===== config.mk =====
export PLATFORM = sky130hd
export DESIGN_NAME = zone_range_preference_search_top
export DESIGN_NICKNAME = d
export VERILOG_FILES = /design/src/hw/rtl/zrps_pkg.sv /design/src/hw/rtl/zrps_ladder.sv /design/src/hw/rtl/zrps_scan.sv /design/src/hw/rtl/zone_range_preference_search_top.sv
export SDC_FILE = /design/constraint.sdc
export NUM_CORES = 1
export LEC_CHECK = 0
export CAP_MARGIN = 20
export CORE_MARGIN = 2
export CORE_UTILIZATION = 59
export DETAILED_ROUTE_END_ITERATION = 8
export DONT_BUFFER_PORTS = 1
export GPL_TIMING_DRIVEN = 0
export HOLD_SLACK_MARGIN = 0.05
export PLACE_DENSITY = 0.89
export SLEW_MARGIN = 20
export SYNTH_ARGS = -nofsm -noshare
export SYNTH_HDL_FRONTEND = slang
export SYNTH_SLANG_ARGS = --single-unit

===== constraint.sdc =====
create_clock -name clock -period 6 [get_ports clock]
set_input_delay 0.6 -clock clock [delete_from_list [all_inputs] [get_ports clock]]
set_output_delay 0.6 -clock clock [all_outputs]
set_load 0.01 [all_outputs]

===== src/hw/rtl/zrps_pkg.sv =====
// ----------------------------------------------------------------------------
// zrps_pkg
// Shared types and constants for the zone range preference search block.
// ----------------------------------------------------------------------------
package zrps_pkg;

   localparam int ADDR_W    = 32;
   localparam int SHIFT_W   = 5;
   localparam int CSR_AW    = 3;
   localparam int CSR_DW    = 32;

   localparam logic [SHIFT_W-1:0] SHIFT_RESET = 5'd20;

   typedef enum logic {
      OP_RESTART = 1'b0,
      OP_NEXT    = 1'b1
   } op_type;

   typedef enum logic [2:0] {
      LVL_USED_PREF = 3'd0,
      LVL_FREE_PREF = 3'd1,
      LVL_USED_KEEP = 3'd2,
      LVL_FREE_KEEP = 3'd3,
      LVL_USED      = 3'd4,
      LVL_FREE      = 3'd5,
      LVL_ALL       = 3'd6
   } level_type;

   typedef enum logic {
      REG_ZONE_SHIFT = 1'b0,
      REG_NONE       = 1'b1
   } reg_index_type;

endpackage


===== src/hw/rtl/zrps_ladder.sv =====
// ----------------------------------------------------------------------------
// zrps_ladder
// Widen a zone set by the first preference step adding a new zone, else to all.
// ----------------------------------------------------------------------------
module zrps_ladder
   import zrps_pkg::*;
#(
   parameter int ZONE_COUNT = 32
) (
   input  logic [ZONE_COUNT-1:0] base_set,
   input  logic [ZONE_COUNT-1:0] used_set,
   input  logic [ZONE_COUNT-1:0] pref_set,
   input  logic [ZONE_COUNT-1:0] disd_set,
   input  logic [ZONE_COUNT-1:0] free_set,
   output logic [ZONE_COUNT-1:0] wide_set,
   output level_type             wide_level
);

   logic [ZONE_COUNT-1:0] cand_used_pref;
   logic [ZONE_COUNT-1:0] cand_free_pref;
   logic [ZONE_COUNT-1:0] cand_used_keep;
   logic [ZONE_COUNT-1:0] cand_free_keep;

   assign cand_used_pref = used_set & pref_set;
   assign cand_free_pref = free_set & pref_set;
   assign cand_used_keep = used_set & ~disd_set;
   assign cand_free_keep = free_set & ~disd_set;

   always_comb begin
      priority if (|(cand_used_pref & ~base_set)) begin
         wide_set   = base_set | cand_used_pref;
         wide_level = LVL_USED_PREF;
      end else if (|(cand_free_pref & ~base_set)) begin
         wide_set   = base_set | cand_free_pref;
         wide_level = LVL_FREE_PREF;
      end else if (|(cand_used_keep & ~base_set)) begin
         wide_set   = base_set | cand_used_keep;
         wide_level = LVL_USED_KEEP;
      end else if (|(cand_free_keep & ~base_set)) begin
         wide_set   = base_set | cand_free_keep;
         wide_level = LVL_FREE_KEEP;
      end else if (|(used_set & ~base_set)) begin
         wide_set   = base_set | used_set;
         wide_level = LVL_USED;
      end else if (|(free_set & ~base_set)) begin
         wide_set   = base_set | free_set;
         wide_level = LVL_FREE;
      end else begin
         wide_set   = '1;
         wide_level = LVL_ALL;
      end
   end

endmodule


===== src/hw/rtl/zrps_scan.sv =====
// ----------------------------------------------------------------------------
// zrps_scan
// Find the first set zone at or after a start index and the end of its run.
// ----------------------------------------------------------------------------
module zrps_scan
   import zrps_pkg::*;
#(
   parameter int ZONE_COUNT = 32,
   parameter int IW         = $clog2(ZONE_COUNT + 1)
) (
   input  logic [ZONE_COUNT-1:0] zone_set,
   input  logic [IW-1:0]         start_index,
   output logic [IW-1:0]         run_first,
   output logic [IW-1:0]         run_end
);

   logic [ZONE_COUNT-1:0] set_hit;
   logic [ZONE_COUNT-1:0] set_iso;
   logic [ZONE_COUNT-1:0] clr_hit;
   logic [ZONE_COUNT-1:0] clr_iso;

   always_comb begin
      for (int z = 0; z < ZONE_COUNT; z++) begin
         set_hit[z] = zone_set[z] & (IW'(z) >= start_index);
      end
      set_iso   = set_hit & (~set_hit + 1'b1);
      run_first = '0;
      for (int z = 0; z < ZONE_COUNT; z++) begin
         run_first = run_first | (set_iso[z] ? IW'(z) : '0);
      end
   end

   always_comb begin
      for (int z = 0; z < ZONE_COUNT; z++) begin
         clr_hit[z] = ~zone_set[z] & (IW'(z) >= run_first);
      end
      clr_iso = clr_hit & (~clr_hit + 1'b1);
      run_end = '0;
      for (int z = 0; z < ZONE_COUNT; z++) begin
         run_end = run_end | (clr_iso[z] ? IW'(z) : '0);
      end
      if (clr_hit == '0) begin
         run_end = IW'(ZONE_COUNT);
      end
   end

endmodule


===== src/hw/rtl/zone_range_preference_search_top.sv =====
// ----------------------------------------------------------------------------
// zone_range_preference_search_top
// Path: a request word passes through the input word register, then the ladder
//   and run scan into the result register, which drives rsp_valid.
// Throughput: one word per cycle unless rsp_ready stalls; the search state
//   updates as a word leaves the input register; next word sees it at once.
// Reset: synchronous; clears both valid bits and the search state, and sets
//   zone_shift to 20.
// ----------------------------------------------------------------------------
module zone_range_preference_search_top
   import zrps_pkg::*;
#(
   parameter int ZONE_COUNT = 32
) (
   input  logic                clock,
   input  logic                reset,
   input  logic                req_valid,
   output logic                req_ready,
   input  logic                req_operation,
   input  logic [31:0]         req_used_zones,
   input  logic [31:0]         req_preferred_zones,
   input  logic [31:0]         req_disdained_zones,
   input  logic [31:0]         req_free_zones,
   output logic                rsp_valid,
   input  logic                rsp_ready,
   output logic [ADDR_W-1:0]   rsp_base_address,
   output logic [ADDR_W-1:0]   rsp_limit_address,
   output logic [2:0]          rsp_ladder_level,
   input  logic                csr_psel,
   input  logic                csr_penable,
   input  logic                csr_pwrite,
   input  logic [CSR_AW-1:0]   csr_paddr,
   input  logic [CSR_DW-1:0]   csr_pwdata,
   output logic [CSR_DW-1:0]   csr_prdata,
   output logic                csr_pready
);

   localparam int IW = $clog2(ZONE_COUNT + 1);
   localparam int CW = (ZONE_COUNT < 32) ? ZONE_COUNT : 32;

   // configuration
   logic [SHIFT_W-1:0] zone_shift_ff, zone_shift_in;
   logic               csr_write;

   assign csr_pready = 1'b1;
   assign csr_write  = csr_psel & csr_penable & csr_pwrite
                     & (reg_index_type'(csr_paddr[2]) == REG_ZONE_SHIFT);
   assign zone_shift_in = csr_write ? csr_pwdata[SHIFT_W-1:0] : zone_shift_ff;
   assign csr_prdata = (reg_index_type'(csr_paddr[2]) == REG_ZONE_SHIFT)
                     ? CSR_DW'(zone_shift_ff) : '0;

   always_ff @(posedge clock) begin
      if (reset) begin
         zone_shift_ff <= SHIFT_RESET;
      end else begin
         zone_shift_ff <= zone_shift_in;
      end
   end

   // input word register
   logic                  in_valid_ff, in_valid_in;
   op_type                in_op_ff;
   logic [ZONE_COUNT-1:0] in_used_ff, in_pref_ff, in_disd_ff, in_free_ff;
   logic [ZONE_COUNT-1:0] used_set, pref_set, disd_set, free_set;
   logic                  out_valid_ff, out_valid_in;
   logic                  advance;
   logic                  req_take;

   assign advance     = in_valid_ff & (~out_valid_ff | rsp_ready);
   assign req_ready   = ~in_valid_ff | ~out_valid_ff | rsp_ready;
   assign req_take    = req_valid & req_ready;
   assign in_valid_in = req_take | (in_valid_ff & ~advance);

   always_comb begin
      used_set = '0;
      pref_set = '0;
      disd_set = '0;
      free_set = '0;
      used_set[CW-1:0] = req_used_zones[CW-1:0];
      pref_set[CW-1:0] = req_preferred_zones[CW-1:0];
      disd_set[CW-1:0] = req_disdained_zones[CW-1:0];
      free_set[CW-1:0] = req_free_zones[CW-1:0];
   end

   always_ff @(posedge clock) begin
      if (reset) begin
         in_valid_ff <= 1'b0;
      end else begin
         in_valid_ff <= in_valid_in;
      end
   end

   always_ff @(posedge clock) begin
      if (req_take) begin
         in_op_ff   <= op_type'(req_operation);
         in_used_ff <= used_set;
         in_pref_ff <= pref_set;
         in_disd_ff <= disd_set;
         in_free_ff <= free_set;
      end
   end

   // search state and step logic
   logic [ZONE_COUNT-1:0] set_ff, set_in;
   logic [IW-1:0]         idx_ff, idx_in;
   level_type             level_ff, level_in;
   logic [ZONE_COUNT-1:0] from_idx;
   logic                  restart, hit, exhausted, need_widen;
   logic [ZONE_COUNT-1:0] base_set, wide_set, scan_set;
   level_type             wide_level, step_level;
   logic [IW-1:0]         scan_start, run_first, run_end;

   always_comb begin
      for (int z = 0; z < ZONE_COUNT; z++) begin
         from_idx[z] = (IW'(z) >= idx_ff);
      end
   end

   assign restart    = (in_op_ff == OP_RESTART);
   assign hit        = |(set_ff & from_idx);
   assign exhausted  = ~restart & ~hit & (set_ff == '1);
   assign need_widen = restart | ~hit;
   assign base_set   = restart ? '0 : set_ff;

   zrps_ladder #(
      .ZONE_COUNT (ZONE_COUNT)
   ) u_ladder (
      .base_set   (base_set),
      .used_set   (in_used_ff),
      .pref_set   (in_pref_ff),
      .disd_set   (in_disd_ff),
      .free_set   (in_free_ff),
      .wide_set   (wide_set),
      .wide_level (wide_level)
   );

   assign scan_set   = need_widen ? wide_set : set_ff;
   assign scan_start = need_widen ? '0 : idx_ff;
   assign step_level = need_widen ? wide_level : level_ff;

   zrps_scan #(
      .ZONE_COUNT (ZONE_COUNT),
      .IW         (IW)
   ) u_scan (
      .zone_set    (scan_set),
      .start_index (scan_start),
      .run_first   (run_first),
      .run_end     (run_end)
   );

   always_comb begin
      set_in   = set_ff;
      idx_in   = idx_ff;
      level_in = level_ff;
      if (advance) begin
         if (exhausted) begin
            level_in = LVL_ALL;
         end else begin
            set_in   = scan_set;
            idx_in   = run_end;
            level_in = step_level;
         end
      end
   end

   always_ff @(posedge clock) begin
      if (reset) begin
         set_ff   <= '0;
         idx_ff   <= '0;
         level_ff <= LVL_USED_PREF;
      end else begin
         set_ff   <= set_in;
         idx_ff   <= idx_in;
         level_ff <= level_in;
      end
   end

   // result register
   logic [ADDR_W-1:0] base_addr, limit_addr;
   logic [ADDR_W-1:0] base_ff, limit_ff;
   level_type         out_level_ff;

   assign base_addr  = ADDR_W'(run_first) << zone_shift_ff;
   assign limit_addr = (run_end == IW'(ZONE_COUNT)) ? '0
                     : (ADDR_W'(run_end) << zone_shift_ff);
   assign out_valid_in = advance | (out_valid_ff & ~rsp_ready);

   always_ff @(posedge clock) begin
      if (reset) begin
         out_valid_ff <= 1'b0;
      end else begin
         out_valid_ff <= out_valid_in;
      end
   end

   always_ff @(posedge clock) begin
      if (advance) begin
         if (exhausted) begin
            base_ff      <= '0;
            limit_ff     <= '0;
            out_level_ff <= LVL_ALL;
         end else begin
            base_ff      <= base_addr;
            limit_ff     <= limit_addr;
            out_level_ff <= step_level;
         end
      end
   end

   assign rsp_valid         = out_valid_ff;
   assign rsp_base_address  = base_ff;
   assign rsp_limit_address = limit_ff;
   assign rsp_ladder_level  = out_level_ff;

endmodule


==> impl_metrics.csv, run 1 <==
group,metric,value,unit
run_status,error,"[ERROR GRT-0116] Global routing finished with congestion. Check the congestion regions in the DRC Viewer.",
run_status,haltStage,"global routing",
grt,track_usage,66.9,%
logic_synthesis,synth_top_family_by_area,"compound AO/OA/AOI/OAI gates",
cts,h-tree-depth,1,
placement,portBuffers,0,
cts,cts_buffer_depth,3,
logic_synthesis,ys.flop_type,"edfxtp_1",
floorplan,ios,273,
logic_synthesis,netlist_area,16400,sq um
grt,grt_pass1_vias,19800,
placement,hpwl,60.7,mm
logic_synthesis,yosysWarnings,0,
logic_synthesis,synth_edf_count,196,
logic_synthesis,synth-simple-area-share,22.9,%
floorplan,rows,61,
floorplan,start_util,59.6,%
logic_synthesis,syn_avg_cell_area,9.08,sq um
cts,root_buffer,"clkbuf_16",
logic_synthesis,yosysSeqAreaShare,41.7,%
placement,globalplace.congestion,1.28,
grt,grt_pass1_wl,139,mm
logic_synthesis,synthMuxAreaShare,0.991,%
cts,numCtsBuffers,24,
run_status,status,"did not finish",
grt,grt_max_degree,71,
logic_synthesis,synth_xor_area_share,0,%
logic_synthesis,synth-adder-area-share,0.0610,%
logic_synthesis,async_flop_share,0,%
cts,ctsHoldBuffers,0,
logic_synthesis,ys_seq_elements,244,
grt,grt-ovfl-total,6,
floorplan,die_w,171,um
floorplan,die_h,171,um
logic_synthesis,synth_compound_gate_area_share,28.4,%
cts,cts_num_sinks,244,
logic_synthesis,syn_inst,1809,
logic_synthesis,synth.distinct_cells,115,
## layer usage
metal	global-route usage (%)	GRT overflow
met1	69.6	0
met2	84.0	1
met3	50.1	0
met4	60.6	5
met5	21.0	0
## cell usage after synthesis, drive strengths merged (12+ instances only)
master | instances | share of area (%)
o31ai | 19 | 0.93
and3 | 13 | 0.50
a21boi | 24 | 1.1
a22oi | 22 | 1.0
o21ai | 95 | 3.0
nor3 | 47 | 1.7
and2 | 39 | 1.5
a21o | 14 | 0.64
or3 | 12 | 0.49
o22ai | 44 | 1.7
nor2b | 30 | 1.1
a31oi | 33 | 1.4
a211oi | 53 | 2.6
clkbuf | 60 | 1.4
mux2i | 14 | 0.85
nand3 | 52 | 1.7
o211ai | 20 | 0.98
nor4 | 38 | 2.0
nor2 | 173 | 4.0
nand4 | 34 | 1.3
nand2 | 164 | 3.9
edfxtp | 196 | 36
inv | 64 | 1.5
buf | 78 | 3.0
a32oi | 23 | 1.3
dfxtp | 48 | 5.9
a21oi | 118 | 3.6
o2111ai | 15 | 0.80
nand2b | 54 | 2.1
## kinds of logic after synthesis
kind of cell / count (synthesis)
AOI/OAI and AO/OA: 634
adders and majority gates: 1
buffers and inverters: 204
DFF: 244
muxes: 16
other: 2
and+or+nand+nor: 708
## through the flow
step                setup WS [ns]  hold slack [ns]  setup TNS (ns)  std cells  instance area (sq um)
floorplan                   0.143            0.437               0       1835                  16500
global placement            -3.59            0.449         -190.36       2213                  17000
detailed placement          -3.19            0.457         -164.83       2215                  17000
CTS                        -0.704            0.144          -22.79       2358                  20500
## repair_timing
action / 4_1_cts
buffers inserted: 110
pin swaps: 97
gates resized for setup: 374
cloned: 2
setup endpoints to repair: 70
==> run 2, diff against run 1 <==
CORE_UTILIZATION = 40   (was 59)
HOLD_SLACK_MARGIN = not set   (was 0.05)
PLACE_DENSITY = not set   (was 0.89)
PLACE_DENSITY_LB_ADDON = 0.15   (was not set)
clock period = 7.8 ns   (was 6 ns; I/O delays follow)
==> run 2 against run 1 <==
Synthesized cell count unchanged. Synthesized area unchanged. The flow now finishes, with violations (negative setup slack).
==> impl_metrics.csv, run 2 <==
group,metric,value,unit
run_status,status,"finished with violations",
run_status,failed_checks,"negative setup slack",
sta,min_period,7.84,ns
logic_synthesis,yosysSeqAreaShare,41.7,%
logic_synthesis,ys.flop_type,"edfxtp_1",
cells_and_area,postLayoutCellArea,19200,sq um
grt,grt_max_degree,62,
critical_path,crit_path_start_kind,"register",
logic_synthesis,synth.most_common_cell,"edfxtp_1",
detailed_routing,drtAntennaViolNets,0,
logic_synthesis,yosysTopAreaCell,"edfxtp_1",
critical_path,arrival,8.13,ns
cts,cts_buffer_depth,3,
detailed_routing,wl_per_cell,37.5,um
cts,clk_pin_slew,0.06,ns
cts,numCtsBuffers,25,
cells_and_area,fillCellCount,3931,
floorplan,ios,273,
critical_path,crit_path_end_kind,"register",
logic_synthesis,synth_top_cells_by_area,"edfxtp_1, dfxtp_1, nor2_1",
cells_and_area,regArea,6850,sq um
cells_and_area,multi_input_comb_area,9460,sq um
detailed_routing,wl,92.4,mm
cts,clkLatencyLatePin,0.56,ns
cells_and_area,nets,2080,
grt,busiest_layer,"met2",
sta,final_hold_viol_count,0,
pwr,vdd_drop_max,0.198,mV
floorplan,die_w,207,um
logic_synthesis,async_flop_share,0,%
placement,hpwl,70.8,mm
cts,ctsHoldBuffers,0,
grt,track_usage,42.7,%
cells_and_area,syn2layout_area_growth,17.2,%
logic_synthesis,synthTopCellsByCount,"edfxtp_1, nor2_1, nand2_1, a21oi_1, o21ai_0",
sta,max_slew_margin,26.6,%
critical_path,cp_max_fo,10,
floorplan,die_h,207,um
min_path,holdCritPathClass,"primary input to register",
floorplan,start_util,40.4,%
detailed_routing,vias_per_cell,7.10,
placement,place_area,17300,sq um
sta,fmax,128,MHz
critical_path,cpPeakStageDelay,0.43,ns
sta,setup_ws,-0.0388,ns
cells_and_area,drive_above_1_share,17.4,%
grt,grt_use_met3,12.1,%
grt,antenna_found_initial,3,
grt,grt_util_met1,50.4,%
sta,setup_viol,4,
cts,root_buffer,"clkbuf_16",
grt,grt_use_met2,65.3,%
detailed_routing,firstDrtPassIters,6,
logic_synthesis,synth_top_area_share,35.9,%
pwr,cellPowerDensity,188,nW/um^2
detailed_routing,drc,0,
cts,h-tree-depth,1,
min_path,hold_depth,0,
run,max_cap_violations,0,
logic_synthesis,synth_edf_count,196,
detailed_routing,dr_total_vias,17500,
sta,fin_skew,0.0170,ns
critical_path,cp_slowest_cell,"edfxtp_1",
cells_and_area,final_cell_mix,"edfxtp_1, nor2_1, nand2_1, a21oi_1, buf_4",
pwr,power.total,3.62,mW
cells_and_area,mostFrequentLayoutCell,"edfxtp_1",
grt,grt_pass1_wl,127,mm
grt,grt-ovfl-total,0,
floorplan,core,40600,sq um
cts,cts_num_sinks,244,
critical_path,cp_num_cells,28,
logic_synthesis,netlist_area,16400,sq um
logic_synthesis,ys_seq_elements,244,
logic_synthesis,syn_inst,1809,
critical_path,critPathMostFrequentCell,"buf_4",
critical_path,rr_worst_depth,28,
placement,globalplace.congestion,1.11,
sta,min_period_over_period,100,%
grt,grt_pass1_vias,16600,
logic_synthesis,syn_avg_cell_area,9.08,sq um
floorplan,dieArea,42700,sq um
placement,portBuffers,0,
sta,maxSlewViolCount,0,
floorplan,rows,74,
critical_path,worst-setup-path-type,"register to register",
logic_synthesis,synth.distinct_cells,115,
detailed_routing,dr.first_iter.drc_count,2436,
logic_synthesis,yosysWarnings,0,
critical_path,required,8.09,ns
sta,worstMarginPinSlew,1.10,ns
pwr,p_leak,6.62,nW
critical_path,crit_family,"compound AO/OA/AOI/OAI gates",
cts,cts_tree,"done",
critical_path,cp_num_buf_inv,8,
-- run 2: cell counts after synthesis --
Identical to the previous run, type by type.
-- run 2: cells by family after synthesis --
| family | after synthesis | share of synthesized area [%] |
|---|---|---|
| muxes | 16 | 0.991 |
| buffers and inverters | 204 | 5.91 |
| AOI/OAI and AO/OA | 634 | 28.4 |
| other | 2 | 0.0457 |
| adders and majority gates | 1 | 0.0610 |
| DFF | 244 | 41.7 |
| and+or+nand+nor | 708 | 22.9 |
-- run 2: layer usage --
| metal | up-vias | share of wire, % | wire length (um) |
|---|---|---|---|
| li1 | 7188 | - | - |
| met1 | 8362 | 36 | 33400 |
| met2 | 1453 | 43 | 39500 |
| met3 | 469 | 11 | 10000 |
| met4 | 0 | 10 | 9480 |
| met5 | - | 0 | 0 |
-- run 2: final timing paths --
kind / start / to / slack [ns]
max: in_op_ff / rsp_limit_address[28] / -0.04
min: req_free_zones[25] / in_free_ff[25] / 0.31
max reg2reg: in_op_ff / rsp_limit_address[28] / -0.04
min reg2reg: level_ff[2] / level_ff[2] / 0.46
-- run 2: through the flow --
step	setup slack [ns]	hold WS (ns)	std cells	utilization (%)	setup TNS (ns)
finish	-0.0388	0.311	2461	47.3	-0.0758
detailed placement	-1.46	0.455	2371	42.5	-48.21
global placement	-1.93	0.442	2367	42.3	-82.55
floorplan	1.94	0.437	1835	-	0
CTS	0.000169	0.306	2441	45.9	0
global route	-0.0627	0.299	2459	47.3	-0.501
-- run 2: cell type report --
cell class | count | share of cell area [%]
multi-input combinational | 1387 | 49.1
sequential | 244 | 35.6
buffer | 133 | 4.03
clock buffer | 35 | 3.65
tap | 532 | 3.46
timing repair buffer | 52 | 2.49
inverter | 66 | 1.30
clock inverter | 10 | 0.332
antenna | 2 | 0.0260
-- run 2: power by group --
group | total (mW) | switching, mW | internal (mW)
Sequential | 1.61 | 0.124 | 1.49
Combinational | 0.863 | 0.592 | 0.271
Clock | 1.15 | 0.520 | 0.631
Total | 3.62 | 1.24 | 2.39
-- run 2: timing repair --
item	4_1_cts	5_1_grt
pin swaps	12	23
resized for setup	84	81
buffers inserted	26	22
setup endpoints to repair	50	36
Note: power is estimated with default switching activity, not from simulation.
==> run 3, diff against run 2 <==
CORE_MARGIN = 5   (was 2)
==> run 3 against run 2 <==
The run now ends clean. Highest routed layer is now met5. Combinational power is 1% lower. Global-route usage is 3.6 points lower. Critical path type unchanged. Clock power is 4% higher. Sequential power hardly changed. Hold slack worse by 0.0022 ns. Largest cell class unchanged.
==> impl_metrics.csv, run 3 (synthesis gave the netlist of run 2 again) <==
group,metric,value,unit
sta,setup_viol,0,
pwr,power.total,3.66,mW
critical_path,crit_path_end_kind,"register",
critical_path,crit_path_start,"in_op_ff",
placement,dp.cells,2370,
detailed_routing,drtAntennaViolNets,0,
sta,maxSlewViolCount,0,
cells_and_area,syn2layout_area_growth,16.7,%
sta,hold_ws,0.309,ns
grt,grt_pass1_vias,16500,
cts,cts_tree,"done",
detailed_routing,firstDrtPassIters,6,
pwr,p_leak,6.60,nW
floorplan,die_w,213,um
grt,track_usage,39.1,%
critical_path,required,8.09,ns
cts,ctsHoldBuffers,0,
detailed_routing,dr.first_iter.drc_count,2417,
pwr,cellPowerDensity,191,nW/um^2
grt,antenna_found_initial,1,
floorplan,die_h,213,um
critical_path,critPathMostFrequentCell,"buf_4",
cts,cts_num_sinks,244,
floorplan,dieArea,45200,sq um
critical_path,cp_slowest_cell,"a22oi_2",
placement,portBuffers,0,
floorplan,core,40700,sq um
min_path,holdCritPathClass,"primary input to register",
floorplan,ios,273,
sta,max_slew_margin,33.6,%
cts,h-tree-depth,1,
cts,cts_buffer_depth,3,
critical_path,endpoint,"rsp_limit_address[10]",
grt,grt_max_degree,66,
sta,worstMarginPinSlew,0.987,ns
cts,numCtsBuffers,27,
placement,hpwl,72.3,mm
grt,grt-ovfl-total,0,
pwr,vdd_drop_max,0.197,mV
placement,globalplace.congestion,1.05,
cells_and_area,final_cell_mix,"edfxtp_1, nor2_1, nand2_1, a21oi_1, buf_4",
critical_path,worst_r2r_endpoint,"rsp_limit_address[10]",
sta,final_hold_viol_count,0,
floorplan,start_util,40.3,%
cells_and_area,mostFrequentLayoutCell,"edfxtp_1",
sta,min_period_over_period,99.3,%
cells_and_area,nets,2085,
sta,min_period,7.74,ns
critical_path,cpPeakStageDelay,0.52,ns
sta,fin_skew,0.0161,ns
cells_and_area,instances_no_fill,2466,
detailed_routing,wl,92.2,mm
cells_and_area,antenna-diode-count,0,
sta,fmax,129,MHz
cts,clkLatencyLatePin,0.56,ns
grt,grt_pass1_wl,125,mm
run_status,status,"complete, no violations",
cts,clk_pin_slew,0.06,ns
detailed_routing,drc,0,
detailed_routing,wl_per_cell,37.4,um
cells_and_area,drive_above_1_share,17.2,%
critical_path,cp_max_fo,10,
floorplan,rows,74,
critical_path,worst-setup-path-type,"register to register",
critical_path,arrival,8.04,ns
detailed_routing,vias_per_cell,7.02,
cts,root_buffer,"clkbuf_16",
critical_path,r2r_slack,0.06,ns
sta,setup_ws,0.0571,ns
detailed_routing,dr_total_vias,17300,
run,max_cap_violations,0,
placement,post-place-ws,-1.57,ns
critical_path,r2r_start,"in_op_ff",
critical_path,rr_worst_depth,27,
critical_path,crit_path_start_kind,"register",
-- run 3: cell types whose count changed in the layout (fill, tap and decap cells not counted), sizes merged --
cell and delta:
clkdlybuf4s15 -1, diode -2, buf +1, inv +2
clkinvlp +2, clkinv +2, bufinv +1
-- run 3: final cells by class --
cell class | instances | area, sq um
fillers | 3961 | 21600
multi-input cells | 1387 | 9320
flip-flops and latches | 244 | 6850
plain buffers | 132 | 764
clock buffers | 32 | 694
well taps | 532 | 666
repair buffers | 56 | 493
inverters | 66 | 254
clock inverters | 17 | 119
-- run 3: per-stage QoR --
step	setup TNS (ns)	area, sq um	util (%)
2_1_floorplan	0	16500	-
6_report	0	19200	47.0
5_1_grt	-0.720	19200	47.0
3_5_place_dp	-54.11	17300	42.4
3_3_place_gp	-78.91	17200	42.2
4_1_cts	0	18500	45.3
-- run 3: how the worst min path moves through the flow --
stage                                       start  slack, ns        endpoint  cells after the start
after global placement                level_ff[2]       0.44     level_ff[2]                      2
final                          req_free_zones[13]       0.31  in_free_ff[13]                      0
after floorplan                       level_ff[2]       0.44     level_ff[2]                      2
after global routing      req_preferred_zones[11]       0.30  in_pref_ff[11]                      0
after detailed placement              level_ff[1]       0.45     level_ff[1]                      2
after CTS                 req_preferred_zones[25]       0.30  in_pref_ff[25]                      0
-- run 3: per-layer routing --
layer / part of all wire [%] / wire (um) / up-vias / global-route usage [%]
met2: 43 / 39600 / 1345 / 59.9
met1: 36 / 33500 / 8314 / 47.2
met3: 11 / 9740 / 464 / 10.7
met4: 10 / 9270 / 2 / 29.0
met5: 0.0098 / 9 / - / 0
li1: - / - / 7196 / -
-- run 3: power breakdown --
part           switching [mW]  leakage (nW)  total [mW]  internal (mW)
Sequential              0.121          2.31        1.61           1.49
Combinational           0.580          3.90       0.851          0.271
Clock                   0.535         0.390        1.20          0.668
Total                    1.24          6.60        3.66           2.43
-- run 3: worst max-delay path, delay by kind of cell (launching register included) --
family | cells | cell delay, ns
AOI/OAI and AO/OA | 10 | 2.98
and+or+nand+nor | 10 | 2.35
buffers and inverters | 7 | 1.66
DFF | 1 | 0.44
-- run 3: what timing repair did --
action,4_1_cts,5_1_grt
pin swaps,12,28
endpoints found under the setup margin,58,36
gates resized for setup,62,93
buffers inserted,15,38
==> run 4, diff against run 3 <==
ABC_CLOCK_PERIOD_IN_PS = 7500   (was not set)
CELL_PAD_IN_SITES_DETAIL_PLACEMENT = 0   (was not set)
CELL_PAD_IN_SITES_GLOBAL_PLACEMENT = 1   (was not set)
clock period = 7.5 ns   (was 7.8 ns; I/O delays follow)
==> run 4 against run 3 <==
Combinational power rose by 8.3%. Wire length up 1.2%. Critical path type unchanged. Via count is 0.95% higher. Register-to-register slack got worse by 0.08 ns. Sequential cell count is the same. The run now ends with negative setup slack left. Clock-buffer cell count unchanged. Critical path depth up 3. Utilization up 1.6 points. Hold slack worse by 0.041 ns. Cell area grew 3.3%. Final cell count increased by 0.24%.
==> impl_metrics.csv, run 4 (synthesis gave the netlist of run 2 again) <==
group,metric,value,unit
detailed_routing,wl_met1,33.5,mm
detailed_routing,drc,0,
cts,cts_tree,"done",
pwr,cellPowerDensity,203,nW/um^2
sta,min_period,7.53,ns
critical_path,crit_family,"compound AO/OA/AOI/OAI gates",
cells_and_area,final_cell_mix,"edfxtp_1, nor2_1, nand2_1, a21oi_1, buf_4",
cts,cts_num_sinks,244,
run_status,failed_checks,"negative setup slack",
pwr,p_leak,6.86,nW
critical_path,cp_max_fo,10,
detailed_routing,met3_length,9.80,mm
sta,worstMarginPinSlew,0.932,ns
floorplan,dieArea,45200,sq um
floorplan,ios,273,
detailed_routing,drtAntennaViolNets,0,
sta,fin_skew,0.0452,ns
cells_and_area,fillCellCount,3927,
cts,ctsHoldBuffers,0,
detailed_routing,firstDrtPassIters,9,
cts,clkLatencyLatePin,0.58,ns
grt,grt_pass1_wl,127,mm
critical_path,worst-setup-path-type,"register to register",
sta,max_slew_margin,37.9,%
critical_path,crit_path_end_kind,"register",
critical_path,arrival,7.83,ns
grt,grt_max_degree,67,
sta,maxSlewViolCount,0,
placement,globalplace.congestion,1.07,
grt,grt-ovfl-total,0,
cts,numCtsBuffers,26,
floorplan,die_w,213,um
sta,final_hold_viol_count,0,
grt,track_usage,39.5,%
cells_and_area,mostFrequentLayoutCell,"edfxtp_1",
floorplan,core,40700,sq um
cells_and_area,syn2layout_area_growth,20.5,%
cells_and_area,drive_above_1_share,20.1,%
detailed_routing,met2WireLength,40.4,mm
floorplan,die_h,213,um
critical_path,cpPeakStageDelay,0.45,ns
min_path,holdCritPathClass,"primary input to register",
cells_and_area,nets,2089,
critical_path,cp_num_buf_inv,10,
cts,cts_buffer_depth,3,
pwr,vdd_drop_max,0.209,mV
run_status,status,"finished with violations",
run,max_cap_violations,0,
critical_path,required,7.81,ns
detailed_routing,vias_per_cell,7.07,
critical_path,cp_slowest_cell,"edfxtp_1",
critical_path,crit_path_start_kind,"register",
sta,setup_viol,6,
sta,fmax,133,MHz
sta,min_period_over_period,100,%
detailed_routing,top_layer,"met5",
floorplan,start_util,40.3,%
cells_and_area,regArea,6850,sq um
grt,antenna_found_initial,5,
detailed_routing,wl_per_cell,37.7,um
detailed_routing,dr.first_iter.drc_count,2566,
placement,dp.cells,2370,
cells_and_area,instances_no_fill,2472,
critical_path,critPathMostFrequentCell,"buf_4",
placement,hpwl,71.9,mm
detailed_routing,dr_total_vias,17500,
sta,setup_ws,-0.0256,ns
detailed_routing,wl,93.2,mm
cts,h-tree-depth,1,
grt,grt_pass1_vias,16800,
cts,root_buffer,"clkbuf_16",
cts,clk_pin_slew,0.06,ns
floorplan,rows,74,
cells_and_area,final_core_util,48.6,%
placement,portBuffers,0,
cells_and_area,multi_input_comb_area,9700,sq um
## run 4: changes by cell type in the layout (fill, tap and decap cells not counted), moves of 4 or more
cell       previous run  this run
buf_4                91       100
clkinv_1             10         2
nor3_4                3        10
clkbuf_1             49        43
nor3_2                9         4
bufinv_16             1         5
clkinv_2              1         5
o21ai_1              14        10
## run 4: worst register-to-register path: cells and delay by family (launching register included)
family,cells,cell delay (ns)
AO/OA/AOI/OAI,13,3.80
buffers and inverters,10,2.01
flip-flops,1,0.45
AND/OR/NAND/NOR,7,1.02
## run 4: routing by layer
layer / up-vias / track usage, %
met3: 468 / 10.7
met4: 2 / 29.9
li1: 7198 / -
met2: 1374 / 61.1
met1: 8444 / 46.8
met5: - / 0
## run 4: cell type report
type	count	share of cell area (%)
multi-input combinational	1387	49.0
buffer	128	4.10
clock buffer	32	3.51
timing repair buffer	65	2.96
inverter	66	1.26
clock inverter	16	1.14
sequential	244	34.6
tap	532	3.36
antenna	2	0.0253
## run 4: metrics by stage
| step | setup WS (ns) | TNS, ns | hold WS (ns) | instance area (sq um) | power, mW |
|---|---|---|---|---|---|
| after floorplan | 1.64 | 0 | 0.437 | 16500 | 2.14 |
| after global placement | -2.46 | -116.39 | 0.448 | 17200 | 2.46 |
| after detailed placement | -1.89 | -76.48 | 0.455 | 17300 | 2.46 |
| after CTS | 0.0102 | 0 | 0.251 | 19000 | 3.91 |
| after global routing | -0.0435 | -0.462 | 0.250 | 19800 | 4.12 |
| final | -0.0256 | -0.0967 | 0.268 | 19800 | 4.01 |
## run 4: timing repair
item                       in CTS  in global routing
cloned                          0                  0
pin swaps                      21                 47
setup endpoints to repair      69                 35
gates resized for setup       135                104
setup buffers                  27                 35
## run 4: power by group
| group | total (mW) | internal (mW) | leakage (nW) | switching (mW) |
|---|---|---|---|---|
| Sequential | 1.68 | 1.55 | 2.31 | 0.132 |
| Clock | 1.41 | 0.836 | 0.447 | 0.575 |
| Combinational | 0.922 | 0.301 | 4.10 | 0.621 |
## run 4: worst paths after layout
kind | startpoint | to | slack [ns] | depth (start not counted)
setup / recovery | in_op_ff | rsp_limit_address[10] | -0.03 | 30
hold / removal | req_used_zones[23] | in_used_ff[23] | 0.27 | 0
setup reg to reg | in_op_ff | rsp_limit_address[10] | -0.03 | 30
hold reg to reg | level_ff[2] | level_ff[2] | 0.47 | 2
